`config.mk`:
```
export PLATFORM = sky130hd
export DESIGN_NAME = uart_ring_buffers_with_delimiter
export DESIGN_NICKNAME = d
export VERILOG_FILES = /design/src/rtl/urb_pkg.sv /design/src/rtl/urb_ram.sv /design/src/rtl/urb_ctrl.sv /design/src/rtl/uart_ring_buffers_with_delimiter.sv
export SDC_FILE = /design/constraint.sdc
export NUM_CORES = 1
export LEC_CHECK = 0
export BUFFER_PORTS_ARGS = -buffer_cell sky130_fd_sc_hd__buf_2
export CAP_MARGIN = 20
export CORE_MARGIN = 2
export CORE_UTILIZATION = 64
export CTS_BUF_LIST = sky130_fd_sc_hd__clkbuf_4 sky130_fd_sc_hd__clkbuf_8
export DETAILED_ROUTE_END_ITERATION = 6
export GPL_TIMING_DRIVEN = 0
export PLACE_DENSITY = 0.82
export REMOVE_ABC_BUFFERS = 1
export SLEW_MARGIN = 30
export SYNTH_ARGS = -nofsm -noshare
export SYNTH_HDL_FRONTEND = slang
export SYNTH_SLANG_ARGS = --single-unit
export TNS_END_PERCENT = 100
```
`constraint.sdc`:
```
create_clock -name clk -period 3.3 [get_ports clk]
set_input_delay 0.66 -clock clk [delete_from_list [all_inputs] [get_ports clk]]
set_output_delay 0.66 -clock clk [all_outputs]
set_load 0.05 [all_outputs]
```
`src/rtl/urb_pkg.sv`:
```
// shared types and constants for the uart ring buffer block
// used by urb_ram, urb_ctrl and uart_ring_buffers_with_delimiter; no dependencies
package urb_pkg;

	localparam int RX_DEPTH_DEF = 16;
	localparam int TX_DEPTH_DEF = 16;

	// command codes
	localparam logic [2:0] CMD_RX_BYTE  = 3'd0;
	localparam logic [2:0] CMD_TX_FREE  = 3'd1;
	localparam logic [2:0] CMD_TX_WRITE = 3'd2;
	localparam logic [2:0] CMD_RX_READ  = 3'd3;
	localparam logic [2:0] CMD_RX_PEEK  = 3'd4;
	localparam logic [2:0] CMD_LINE_LEN = 3'd5;

	// sticky status bits, and the no-data read status
	localparam logic [4:0] STK_AVAIL   = 5'b00001;
	localparam logic [4:0] STK_BUFOVF  = 5'b00010;
	localparam logic [4:0] STK_OVERRUN = 5'b00100;
	localparam logic [4:0] STK_FRAME   = 5'b01000;
	localparam logic [4:0] STK_PARITY  = 5'b10000;
	localparam logic [5:0] STAT_NODATA = 6'b100000;

	localparam logic [3:0] LEN_MAX = 4'd15;

	typedef struct packed {
		logic [2:0] command;
		logic [7:0] data_byte;
		logic       overrun_flag;
		logic       frame_flag;
		logic       parity_flag;
	} urb_cmd_t;

	typedef struct packed {
		logic [7:0] read_data;
		logic       read_valid;
		logic [5:0] read_flags;
		logic [5:0] rx_status;
		logic       tx_full;
		logic       tx_send;
		logic       tx_irq_enable;
		logic       accepted;
		logic [3:0] line_length;
		logic       delimiter_pending;
	} urb_result_t;

endpackage

```
`src/rtl/urb_ram.sv`:
```
// byte-wide ring buffer storage: one write port, one registered read port
// depends on urb_pkg only for the RX_DEPTH_DEF default of DEPTH
module urb_ram import urb_pkg::*; #(
	parameter int DEPTH = RX_DEPTH_DEF,
	localparam int AW = $clog2(DEPTH)
) (
	input  logic          clk,
	input  logic          we,
	input  logic [AW-1:0] waddr,
	input  logic [7:0]    wdata,
	input  logic          re,
	input  logic [AW-1:0] raddr,
	output logic [7:0]    rdata
);

	logic [7:0] mem_q [DEPTH];
	logic [7:0] rdata_q;

	always_ff @(posedge clk) begin
		if (we) begin
			mem_q[waddr] <= wdata;
		end
		if (re) begin
			rdata_q <= mem_q[raddr];
		end
	end

	assign rdata = rdata_q;

endmodule

```
`src/rtl/urb_ctrl.sv`:
```
// sequencer for the rx and tx ring buffers: pointers, sticky status, delimiter scan
// depends on urb_pkg; drives two urb_ram instances held by the top level
module urb_ctrl import urb_pkg::*; #(
	parameter int RX_DEPTH = RX_DEPTH_DEF,
	parameter int TX_DEPTH = TX_DEPTH_DEF,
	localparam int RX_AW = $clog2(RX_DEPTH),
	localparam int TX_AW = $clog2(TX_DEPTH)
) (
	input  logic             clk,
	input  logic             arst_n,
	input  logic             cmd_valid,
	output logic             cmd_ready,
	input  urb_cmd_t         cmd,
	input  logic             cfg_wr_en,
	input  logic [7:0]       cfg_wr_data,
	output logic             res_valid,
	input  logic             res_ready,
	output urb_result_t      res,
	output logic             rx_we,
	output logic [RX_AW-1:0] rx_waddr,
	output logic [7:0]       rx_wdata,
	output logic             rx_re,
	output logic [RX_AW-1:0] rx_raddr,
	input  logic [7:0]       rx_rdata,
	output logic             tx_we,
	output logic [TX_AW-1:0] tx_waddr,
	output logic [7:0]       tx_wdata,
	output logic             tx_re,
	output logic [TX_AW-1:0] tx_raddr,
	input  logic [7:0]       tx_rdata
);

	localparam logic [2:0] ST_IDLE      = 3'd0;
	localparam logic [2:0] ST_RD        = 3'd1;
	localparam logic [2:0] ST_SCAN_ADDR = 3'd2;
	localparam logic [2:0] ST_SCAN_CMP  = 3'd3;
	localparam logic [2:0] ST_RESP      = 3'd4;

	function automatic logic [RX_AW-1:0] rx_inc(input logic [RX_AW-1:0] p);
		return (p == RX_AW'(RX_DEPTH - 1)) ? '0 : p + RX_AW'(1);
	endfunction

	function automatic logic [TX_AW-1:0] tx_inc(input logic [TX_AW-1:0] p);
		return (p == TX_AW'(TX_DEPTH - 1)) ? '0 : p + TX_AW'(1);
	endfunction

	logic [2:0]       state_q;
	logic [RX_AW-1:0] rx_head_q, rx_tail_q, pos_q;
	logic [TX_AW-1:0] tx_head_q, tx_tail_q;
	logic [4:0]       sticky_q;
	logic             mark_q, tx_req_q;
	logic [7:0]       search_q;
	logic [3:0]       cnt_q;
	logic             rd_tx_q;

	// per-item result fields
	logic [7:0] rd_q;
	logic       rvalid_q, send_q, acc_q;
	logic [5:0] rflags_q;
	logic [3:0] len_q;

	logic             fire, rx_empty, rx_full, tx_empty, tx_full, is_delim;
	logic [RX_AW-1:0] rx_head_nx, rx_tail_nx;
	logic [TX_AW-1:0] tx_head_nx, tx_tail_nx;
	logic [4:0]       errs;

	assign cmd_ready  = (state_q == ST_IDLE);
	assign fire       = cmd_valid && cmd_ready;
	assign rx_head_nx = rx_inc(rx_head_q);
	assign rx_tail_nx = rx_inc(rx_tail_q);
	assign tx_head_nx = tx_inc(tx_head_q);
	assign tx_tail_nx = tx_inc(tx_tail_q);
	assign rx_empty   = (rx_head_q == rx_tail_q);
	assign rx_full    = (rx_head_nx == rx_tail_q);
	assign tx_empty   = (tx_head_q == tx_tail_q);
	assign tx_full    = (tx_head_nx == tx_tail_q);
	assign is_delim   = (search_q != 8'd0) && (search_q == cmd.data_byte);
	assign errs       = (cmd.overrun_flag ? STK_OVERRUN : 5'd0)
		| (cmd.frame_flag ? STK_FRAME : 5'd0)
		| (cmd.parity_flag ? STK_PARITY : 5'd0);

	assign rx_we    = fire && (cmd.command == CMD_RX_BYTE) && !rx_full;
	assign rx_waddr = rx_head_nx;
	assign rx_wdata = cmd.data_byte;
	assign rx_re    = (fire && !rx_empty
		&& (cmd.command == CMD_RX_READ || cmd.command == CMD_RX_PEEK))
		|| (state_q == ST_SCAN_ADDR && pos_q != rx_head_q);
	assign rx_raddr = (state_q == ST_SCAN_ADDR) ? rx_inc(pos_q) : rx_tail_nx;

	assign tx_we    = fire && (cmd.command == CMD_TX_WRITE) && !tx_full;
	assign tx_waddr = tx_head_nx;
	assign tx_wdata = cmd.data_byte;
	assign tx_re    = fire && (cmd.command == CMD_TX_FREE) && !tx_empty;
	assign tx_raddr = tx_tail_nx;

	// result is built from the state after the step
	assign res_valid = (state_q == ST_RESP);
	always_comb begin
		res.read_data         = rd_q;
		res.read_valid        = rvalid_q;
		res.read_flags        = rflags_q;
		res.rx_status         = {rx_empty, sticky_q};
		res.tx_full           = tx_full;
		res.tx_send           = send_q;
		res.tx_irq_enable     = tx_req_q;
		res.accepted          = acc_q;
		res.line_length       = len_q;
		res.delimiter_pending = mark_q;
	end

	always_ff @(posedge clk or negedge arst_n) begin
		if (!arst_n) begin
			state_q   <= ST_IDLE;
			rx_head_q <= '0;
			rx_tail_q <= '0;
			tx_head_q <= '0;
			tx_tail_q <= '0;
			pos_q     <= '0;
			sticky_q  <= '0;
			mark_q    <= 1'b0;
			tx_req_q  <= 1'b0;
			search_q  <= '0;
			cnt_q     <= '0;
			rd_tx_q   <= 1'b0;
			rd_q      <= '0;
			rvalid_q  <= 1'b0;
			send_q    <= 1'b0;
			acc_q     <= 1'b0;
			rflags_q  <= '0;
			len_q     <= '0;
		end else begin
			unique case (state_q)
				ST_IDLE: begin
					if (fire) begin
						rd_q     <= '0;
						rvalid_q <= 1'b0;
						send_q   <= 1'b0;
						acc_q    <= 1'b0;
						rflags_q <= '0;
						len_q    <= '0;
						state_q  <= ST_RESP;
						unique case (cmd.command)
							CMD_RX_BYTE: begin
								if (rx_full) begin
									sticky_q <= sticky_q | errs | STK_BUFOVF;
								end else begin
									sticky_q  <= sticky_q | errs | STK_AVAIL;
									rx_head_q <= rx_head_nx;
									acc_q     <= 1'b1;
									if (is_delim) begin
										mark_q <= 1'b1;
									end
								end
							end
							CMD_TX_FREE: begin
								if (!tx_empty) begin
									tx_tail_q <= tx_tail_nx;
									rd_tx_q   <= 1'b1;
									state_q   <= ST_RD;
								end else begin
									tx_req_q <= 1'b0;
								end
							end
							CMD_TX_WRITE: begin
								if (!tx_full) begin
									tx_head_q <= tx_head_nx;
									tx_req_q  <= 1'b1;
									acc_q     <= 1'b1;
								end
							end
							CMD_RX_READ, CMD_RX_PEEK: begin
								if (rx_empty) begin
									rflags_q <= STAT_NODATA;
								end else begin
									rflags_q <= {1'b0, sticky_q};
									rd_tx_q  <= 1'b0;
									state_q  <= ST_RD;
									if (cmd.command == CMD_RX_READ) begin
										rx_tail_q <= rx_tail_nx;
										mark_q    <= 1'b0;
										sticky_q  <= STK_AVAIL;
									end
								end
							end
							CMD_LINE_LEN: begin
								if (mark_q) begin
									pos_q   <= rx_tail_q;
									cnt_q   <= '0;
									state_q <= ST_SCAN_ADDR;
								end
							end
							default: begin
							end
						endcase
					end
				end
				ST_RD: begin
					rd_q     <= rd_tx_q ? tx_rdata : rx_rdata;
					rvalid_q <= 1'b1;
					send_q   <= rd_tx_q;
					state_q  <= ST_RESP;
				end
				ST_SCAN_ADDR: begin
					// reached the newest byte without a delimiter
					if (pos_q == rx_head_q) begin
						mark_q  <= 1'b0;
						state_q <= ST_RESP;
					end else begin
						pos_q   <= rx_inc(pos_q);
						cnt_q   <= (cnt_q == LEN_MAX) ? cnt_q : cnt_q + 4'd1;
						state_q <= ST_SCAN_CMP;
					end
				end
				ST_SCAN_CMP: begin
					if (rx_rdata == search_q) begin
						len_q   <= cnt_q;
						mark_q  <= 1'b0;
						state_q <= ST_RESP;
					end else begin
						state_q <= ST_SCAN_ADDR;
					end
				end
				ST_RESP: begin
					if (res_ready) begin
						state_q <= ST_IDLE;
					end
				end
				default: begin
					state_q <= ST_IDLE;
				end
			endcase
			if (cfg_wr_en) begin
				search_q <= cfg_wr_data;
				mark_q   <= 1'b0;
			end
		end
	end

endmodule

```
`src/rtl/uart_ring_buffers_with_delimiter.sv`:
```
// top level of the uart rx/tx ring buffers with delimiter search
// depends on urb_pkg, urb_ram and urb_ctrl
//
// Usage: each beat on the s_axis side is one command (tuser) with its byte and
// receive error flags (tdata). Each command gives exactly one result beat on the
// m_axis side: read or popped byte, read status, sticky rx status, tx flags and
// the line length of a delimiter query. cfg_wr_en/cfg_wr_data set the delimiter
// character (0 disables) and clear the pending mark; write only while idle.
// Sequencing: rx byte, tx write, empty read and query without mark go from idle
// straight to the result state; a read, peek or tx pop first passes the read
// state for the registered read of the buffer memory. A line query with a pending
// mark walks the rx memory one entry per address and compare state pair, until
// the delimiter matches or the newest byte is reached without one.
// A new command is taken once the previous result is in the output register, so
// the sequencer does not take a new command before it is through with the last.
// Reset empties both buffers and clears status, mark, tx request and delimiter;
// memory contents are left as they are. While m_axis_tready is low the result
// waits in the output register; one more command may be accepted and then the
// sequencer holds until the register frees.
module uart_ring_buffers_with_delimiter import urb_pkg::*; #(
	parameter int RX_DEPTH = RX_DEPTH_DEF,
	parameter int TX_DEPTH = TX_DEPTH_DEF
) (
	input  logic        clk,
	input  logic        arst_n,
	input  logic        s_axis_tvalid,
	output logic        s_axis_tready,
	input  logic [15:0] s_axis_tdata,  // data_byte, overrun_flag, frame_flag, parity_flag
	input  logic [2:0]  s_axis_tuser,  // command
	output logic        m_axis_tvalid,
	input  logic        m_axis_tready,
	// read_data, read_flags, rx_status, tx_full, tx_send, tx_irq_enable, accepted,
	// line_length, delimiter_pending
	output logic [31:0] m_axis_tdata,
	output logic [0:0]  m_axis_tuser,  // read_valid
	input  logic        cfg_wr_en,
	input  logic [7:0]  cfg_wr_data
);

	localparam int RX_AW = $clog2(RX_DEPTH);
	localparam int TX_AW = $clog2(TX_DEPTH);

	urb_cmd_t    cmd;
	urb_result_t res, out_q;
	logic        res_valid, res_ready, out_valid_q;

	logic             rx_we, rx_re, tx_we, tx_re;
	logic [RX_AW-1:0] rx_waddr, rx_raddr;
	logic [TX_AW-1:0] tx_waddr, tx_raddr;
	logic [7:0]       rx_wdata, rx_rdata, tx_wdata, tx_rdata;

	always_comb begin
		cmd.command      = s_axis_tuser;
		cmd.data_byte    = s_axis_tdata[7:0];
		cmd.overrun_flag = s_axis_tdata[8];
		cmd.frame_flag   = s_axis_tdata[9];
		cmd.parity_flag  = s_axis_tdata[10];
	end

	urb_ctrl #(
		.RX_DEPTH(RX_DEPTH),
		.TX_DEPTH(TX_DEPTH)
	) u_ctrl (
		.clk        (clk),
		.arst_n     (arst_n),
		.cmd_valid  (s_axis_tvalid),
		.cmd_ready  (s_axis_tready),
		.cmd        (cmd),
		.cfg_wr_en  (cfg_wr_en),
		.cfg_wr_data(cfg_wr_data),
		.res_valid  (res_valid),
		.res_ready  (res_ready),
		.res        (res),
		.rx_we      (rx_we),
		.rx_waddr   (rx_waddr),
		.rx_wdata   (rx_wdata),
		.rx_re      (rx_re),
		.rx_raddr   (rx_raddr),
		.rx_rdata   (rx_rdata),
		.tx_we      (tx_we),
		.tx_waddr   (tx_waddr),
		.tx_wdata   (tx_wdata),
		.tx_re      (tx_re),
		.tx_raddr   (tx_raddr),
		.tx_rdata   (tx_rdata)
	);

	urb_ram #(.DEPTH(RX_DEPTH)) u_rx_ram (
		.clk  (clk),
		.we   (rx_we),
		.waddr(rx_waddr),
		.wdata(rx_wdata),
		.re   (rx_re),
		.raddr(rx_raddr),
		.rdata(rx_rdata)
	);

	urb_ram #(.DEPTH(TX_DEPTH)) u_tx_ram (
		.clk  (clk),
		.we   (tx_we),
		.waddr(tx_waddr),
		.wdata(tx_wdata),
		.re   (tx_re),
		.raddr(tx_raddr),
		.rdata(tx_rdata)
	);

	// output register parts the sequencer from the downstream stall
	assign res_ready = !out_valid_q || m_axis_tready;

	always_ff @(posedge clk or negedge arst_n) begin
		if (!arst_n) begin
			out_valid_q <= 1'b0;
		end else if (res_ready) begin
			out_valid_q <= res_valid;
		end
	end

	always_ff @(posedge clk) begin
		if (res_ready && res_valid) begin
			out_q <= res;
		end
	end

	assign m_axis_tvalid = out_valid_q;
	assign m_axis_tuser  = out_q.read_valid;
	assign m_axis_tdata  = {3'b000, out_q.delimiter_pending, out_q.line_length,
		out_q.accepted, out_q.tx_irq_enable, out_q.tx_send, out_q.tx_full,
		out_q.rx_status, out_q.read_flags, out_q.read_data};

endmodule
```
## After elaboration in Yosys (flattened, before gate mapping)

Memory sizes are Yosys's and may differ from the RTL's. A register that Yosys moved wholly into a read port is not among the register bits.
Index checks and enable logic that the tools add are counted.

- Flip-flop bits (word level): 95
- Memory bits (writable): 256
- Input bits: 32
- Output and inout port bits: 35
- Word-level logic and storage cells: 199
- Memories: 2

Memory list:

| memory | words | bits a word | read ports | clocked after memory_dff | write ports | RTL line | RTL |
|---|---|---|---|---|---|---|---|
| u_rx_ram.mem_q | 16 | 8 | 1 | 1 | 1 | urb_ram.sv:16 | `logic [7:0] mem_q [DEPTH];` |
| u_tx_ram.mem_q | 16 | 8 | 1 | 1 | 1 | urb_ram.sv:16 |  |

- $add $sub $neg: 6
- Eq/ne operators: 43
- Muxes and demuxes: 67
- Bitwise gates (word level): 7
- Reductions and logical operators: 45

Operators by type and width:

| operator | count |
|---|---|
| 4-bit two-way mux | 18 |
| 5-bit AND reduction | 5 |
| 4-bit by 1-bit adder with 4-bit output, second input constant | 6 |
| 4-bit equality test, second input constant | 6 |
| 3-bit two-way mux | 8 |
| 4-bit one-hot mux with 2 select lines | 3 |
| 4-bit equality test | 5 |
| 4-bit inequality test, second input constant | 5 |
| 1-bit two-way mux | 19 |
| 8-bit equality test | 2 |
| 8-bit two-way mux | 2 |
| 2-bit inequality test, second input constant | 8 |
| 8-bit one-hot mux with 2 select lines | 1 |
| 5-bit two-way mux | 3 |
| 5-bit bitwise OR | 3 |
| 3-bit one-hot mux with 5 select lines | 1 |
| 3-bit by 2-bit equality test with 1-bit output, second input constant | 4 |
| 1-bit logical AND | 12 |
| 6-bit two-way mux | 2 |
| 1-bit one-hot mux with 2 select lines | 6 |
| 4-bit AND reduction | 3 |
| 2-bit nonzero test | 6 |
| 5-bit one-hot mux with 2 select lines | 1 |
| 3-bit equality test, second input constant | 3 |
| other kinds (19) | 36 |

## Depth between registers and ports, before layout

- Word-level depth: 8
- Gate-level depth with buffers: 9
- Mapped depth without buffers: 7

## Modules after synthesis

Synthesis repeated with hierarchy kept, for this count alone.

- Cells, all modules: 879
- Area total of the unflattened synthesis: 15,238.4 µm²

By module, submodules not included:

| module | instances | cells each | area an instance (µm²) | sequential area each (µm²) |
|---|---|---|---|---|
| urb_ram | 2 | 229 | 5,227.5 | 4,083.9 |
| urb_ctrl | 1 | 383 | 3,802.4 | 1,601.5 |
| uart_ring_buffers_with_delimiter | 1 | 38 | 980.9 | 925.9 |

## Worst setup path after synthesis

Ideal clock, no wire load.

- Path kind: register to register
- From: register u_ctrl.state_q[0]
- To: memory u_tx_ram.mem_q[0][0], enable pin
- Setup time: 332 ps
- Arrival time: 2,220 ps
- Data required time: 2,968 ps
- Setup slack: 749 ps
- Cell stages (with the launch flop): 8
- Buffers on the path: 1
- Period minus slack after synthesis: 2,551 ps
- Cells stage by stage: dfrtp_1 -> clkbuf_1 -> or3_1 -> inv_2 -> and2_1 -> nand3_1 -> nor3_1 -> and2_1

- Word-level cells in the longest chain between the ends: 6

Ends and longest elaborated chain:

| item | RTL line | RTL |
|---|---|---|
| from (decl) | urb_ctrl.sv:47 | `logic [2:0] state_q;` |
| from (signal assigned) | urb_ctrl.sv:113 | `state_q <= ST_IDLE;` |
| from (signal assigned) | urb_ctrl.sv:141 | `state_q <= ST_RESP;` |
| from (signal assigned) | urb_ctrl.sv:159 | `state_q <= ST_RD;` |
| 3-bit logical NOT | urb_ctrl.sv:67 | `assign cmd_ready = (state_q == ST_IDLE);` |
| net s_axis_tready | uart_ring_buffers_with_delimiter.sv:27 | `output logic s_axis_tready,` |
| 1-bit logical AND | urb_ctrl.sv:68 | `assign fire = cmd_valid && cmd_ready;` |
| 1-bit logical AND (2 in series) | urb_ctrl.sv:90 | `assign tx_we = fire && (cmd.command == CMD_TX_WRITE) && !tx_full;` |
| 1-bit two-way mux | urb_ram.sv:20 | `if (we) begin` |
| 1-bit two-way mux (not written as such) | urb_ram.sv:21 | `mem_q[waddr] <= wdata;` |
| to (decl) | urb_ram.sv:16 |  |

The timed path passes the listed nets, and every way through them passes these cells.

## Worst setup path in the final report

- From: register u_ctrl.state_q[2]
- To: memory u_tx_ram.mem_q[2][0], enable pin

- Word-level cells in the longest chain between the ends: 6

Ends and longest elaborated chain:

| item | RTL line |
|---|---|
| 3-bit logical NOT | urb_ctrl.sv:67 |
| 1-bit logical AND | urb_ctrl.sv:68 |
| 1-bit logical AND (2 in series) | urb_ctrl.sv:90 |
| 1-bit two-way mux | urb_ram.sv:20 |
| 1-bit two-way mux (not written as such) | urb_ram.sv:21 |

Every way passes these cells.

==> key figures <==
Status
  • Status: complete, no violations

Setup path
  • Crit path max fanout: 12
  • Crit-path cells: or3_1 -> inv_2 -> and2_1 -> nand3_1 -> nor3_1 -> and2_1
  • Worst reg2reg path startpoint: u_ctrl.state_q[2]
  • CP top delay family: simple AND/OR/NAND/NOR gates
  • Crit end category: flip-flop
  • Arrival time at the worst endpoint: 3.46 ns
  • Critical path class: reg2reg
  • Largest stage delay on the critical path: 0.69 ns
  • Cell mode on critical path: and2_1
  • Critical Path Start Type: flip-flop
  • Slowest CP cell: nor3_1
  • CP bufs+invs: 1
  • Crit. Startpoint: u_ctrl.state_q[2]
  • CP required: 3.51 ns

STA
  • Normalized max-slew margin: 32.9%
  • Unrepaired setup endpoints after global routing: yes
  • Final Hold Violating Endpoints: 0
  • Fin crit period: 3.25 ns
  • Max Slew Vio Count: 0
  • Fmax: 0.307 GHz
  • Worst Max-Slew Pin Slew: 1.00 ns
  • Final period util: 98.6%
  • Final setup viols: 0
  • Skew final: 0.0299 ns

Drt
  • Iter 0 DRT Violations: 865
  • DRC violations left: 0
  • Pre-antenna DRT Iters: 5
  • Via/cell ratio: 6.23
  • Final ANT Viol Nets: 0
  • Drt wl/cell: 22.7 um
  • Vias: 8838
  • DRT Wirelength: 32.2 mm

Power and ir drop
  • Worst vdd ir: 0.647 mV
  • Leakage power total: 6.31 nW
  • Pwr Total: 16.1 mW
  • Pwr dens: 931 mW/mm2

Clock network
  • Clk root buf: clkbuf_8
  • Cts bufs inserted: 56
  • CTS sink cnt: 367
  • Clock Path Buffers: 3
  • Htree depth: 2
  • CTS Hold Bufs: 0
  • CTS tree: built
  • Reg clk slew, reported paths: 0.06 ns
  • Clock latency on the worst-skew pair: 0.59 ns

Synthesis
  • Most used DFF post-synth: edfxtp_1
  • Ys Warns: 0
  • Syn avg cell area: 15.9 um2
  • Post-synthesis cell type count: 70
  • Post-synthesis instance area: 0.0155 mm2
  • Synthesized flop and latch total: 367
  • Top cells by area, synth: edfxtp_1 (59%), dfrtp_1 (11%), mux4_2 (5.7%)
  • Cells after synthesis: 972
  • Post-synth ARST share: 17.7%
  • Top cell type's share of synthesized area: 58.5%
  • EDFF count, synth: 302
  • Seq/Total Area, Yosys: 69.0%
  • Synth area leader: edfxtp_1

Layout
  • Fillcell total: 1399
  • Layout cells sized above 1: 23.2%
  • Multi-input gate area: 0.00449 mm2
  • Layout area overhead: 11.7%
  • FF+latch area: 0.0107 mm2
  • Antenna cell count: 0
  • Final core occ: 73.3%
  • Final Net Count: 1098
  • Post-layout instance area: 0.0173 mm2

Floorplan
  • DIE AREA: 0.0255 mm2
  • Die height: 160 um
  • Core Area: 0.0236 mm2
  • # rows: 56
  • Initial Utilization: 65.6%
  • Die span in x: 160 um
  • I/O pin cnt: 67

Place
  • RD Place Congestion: 0.853
  • I/O Buffers: 58
  • DP Area: 0.0161 mm2
  • DP HPWL: 20.2 mm

GRT
  • Vias in the first global route: 8910
  • First-pass GRT wire length: 50.5 mm
  • Initial antenna violation count: 0
  • Largest net degree at the start of global routing: 35
  • Grt total ovfl: 0
  • Tot GR Track Use: 26.0%

Flow run
  • Max_cap viols: 0

Min path
  • Hold crit path type: in2async
[worst register-to-register path, cell delays in order, from the launching register on]
cell and delay (ns):
dfrtp_1 0.51, or3_1 0.47, inv_2 0.14, and2_1 0.27
nand3_1 0.30, nor3_1 0.69, and2_1 0.51
[synthesized netlist by cell type, types with 23 or more instances]
master and n:
clkbuf_1 23, mux4_2 39, dfrtp_1 65, mux2_2 27, o21ai_0 32, edfxtp_1 302
xnor2_1 31, nor2_1 25, mux2i_1 73, a21oi_1 36, nand2_1 49, inv_1 26
[sequential cells by signal, indices dropped and copies added (netlist names), 5 cells and up]
register,flops
u_ctrl.rd_q,8
u_rx_ram.mem_q,128
u_ctrl.search_q,8
u_tx_ram.mem_q,128
m_axis_tdata,29
u_rx_ram.rdata,8
u_ctrl.sticky_q,5
u_ctrl.rflags_q,6
u_tx_ram.rdata,8
[cell usage in the layout, fill, tap and decap left out, drive strengths merged, types with 18 or more instances in the layout]
| cell type | n |
|---|---|
| edfxtp | 302 |
| clkbuf | 83 |
| mux2i | 74 |
| buf | 69 |
| dfrtp | 65 |
| nand2 | 49 |
| o21ai | 43 |
| a21oi | 40 |
| mux4 | 39 |
| xnor2 | 31 |
| inv | 28 |
| mux2 | 27 |
| nor2 | 25 |
| clkinv | 21 |
| nand3 | 19 |
| and3 | 18 |
[cells by family (layout without fill, tap and decap cells)]
group                    Yosys count  after routing  synth area share [%]
XOR/XNOR                          44             44                  2.49
multiplexers                     140            140                  12.4
other                              1              3                0.0242
adder cells (fa/ha/maj)           14             14                  1.13
flip-flops                       367            367                  69.0
AND/OR/NAND/NOR                  176            176                  5.85
buffers and inverters             77            202                  2.62
AO/OA/AOI/OAI                    153            154                  6.41
[per-stage QoR]
step                std cells  setup TNS (ns)  hold slack [ns]  setup slack, ns
finish                   1419               0           0.0247           0.0472
global route             1419          -12.65           0.0410           -0.173
CTS                      1419               0           0.0130           0.0482
detailed placement       1309          -0.702            0.433           -0.199
global placement         1301          -76.98            0.430            -2.00
floorplan                 924           -6.91            0.364           -0.823
[final timing paths]
path,end,slack (ns),cells past startpoint
worst max-delay path,u_tx_ram.mem_q[2][0],0.05,6
worst min-delay path,u_ctrl.rx_tail_q[0],0.02,1
worst min register to register,m_axis_tdata[6],0.45,0
worst max register to register,u_tx_ram.mem_q[2][0],0.05,6
min in group clk,u_ctrl.sticky_q[2],0.33,3
max in group asynchronous,u_ctrl.tx_tail_q[0],2.74,2
[power breakdown]
group	internal, mW	switching (mW)
sequential	5.68	0.609
combinational	2.61	3.48
clock	2.04	1.69
[per-layer routing]
layer | global-route usage (%) | up-vias | wire length, um
met5 | 0 | - | 0
met4 | 7.60 | 0 | 627
met3 | 5.34 | 65 | 2660
met2 | 42.1 | 390 | 15800
met1 | 36.3 | 4470 | 13100
li1 | - | 3913 | -
[repair_timing]
| item | in CTS | in global routing |
|---|---|---|
| gates cloned | 1 | 0 |
| resized for setup | 3 | 1 |
| setup buffers | 3 | 0 |
| pin swaps | 1 | 0 |
| hold endpoints to repair | 0 | 0 |
| endpoints found under the setup margin | 7 | 106 |
[final cells by class]
cell class                 count  area share, %
sequential                   367           61.8
inverter                      27          0.586
clock inverter                23          0.745
timing repair buffer          69           2.74
multi-input combinational    531           25.9
clock buffer                  83           5.84
tap                          319           2.31
Power figures use the tool's default switching activity.
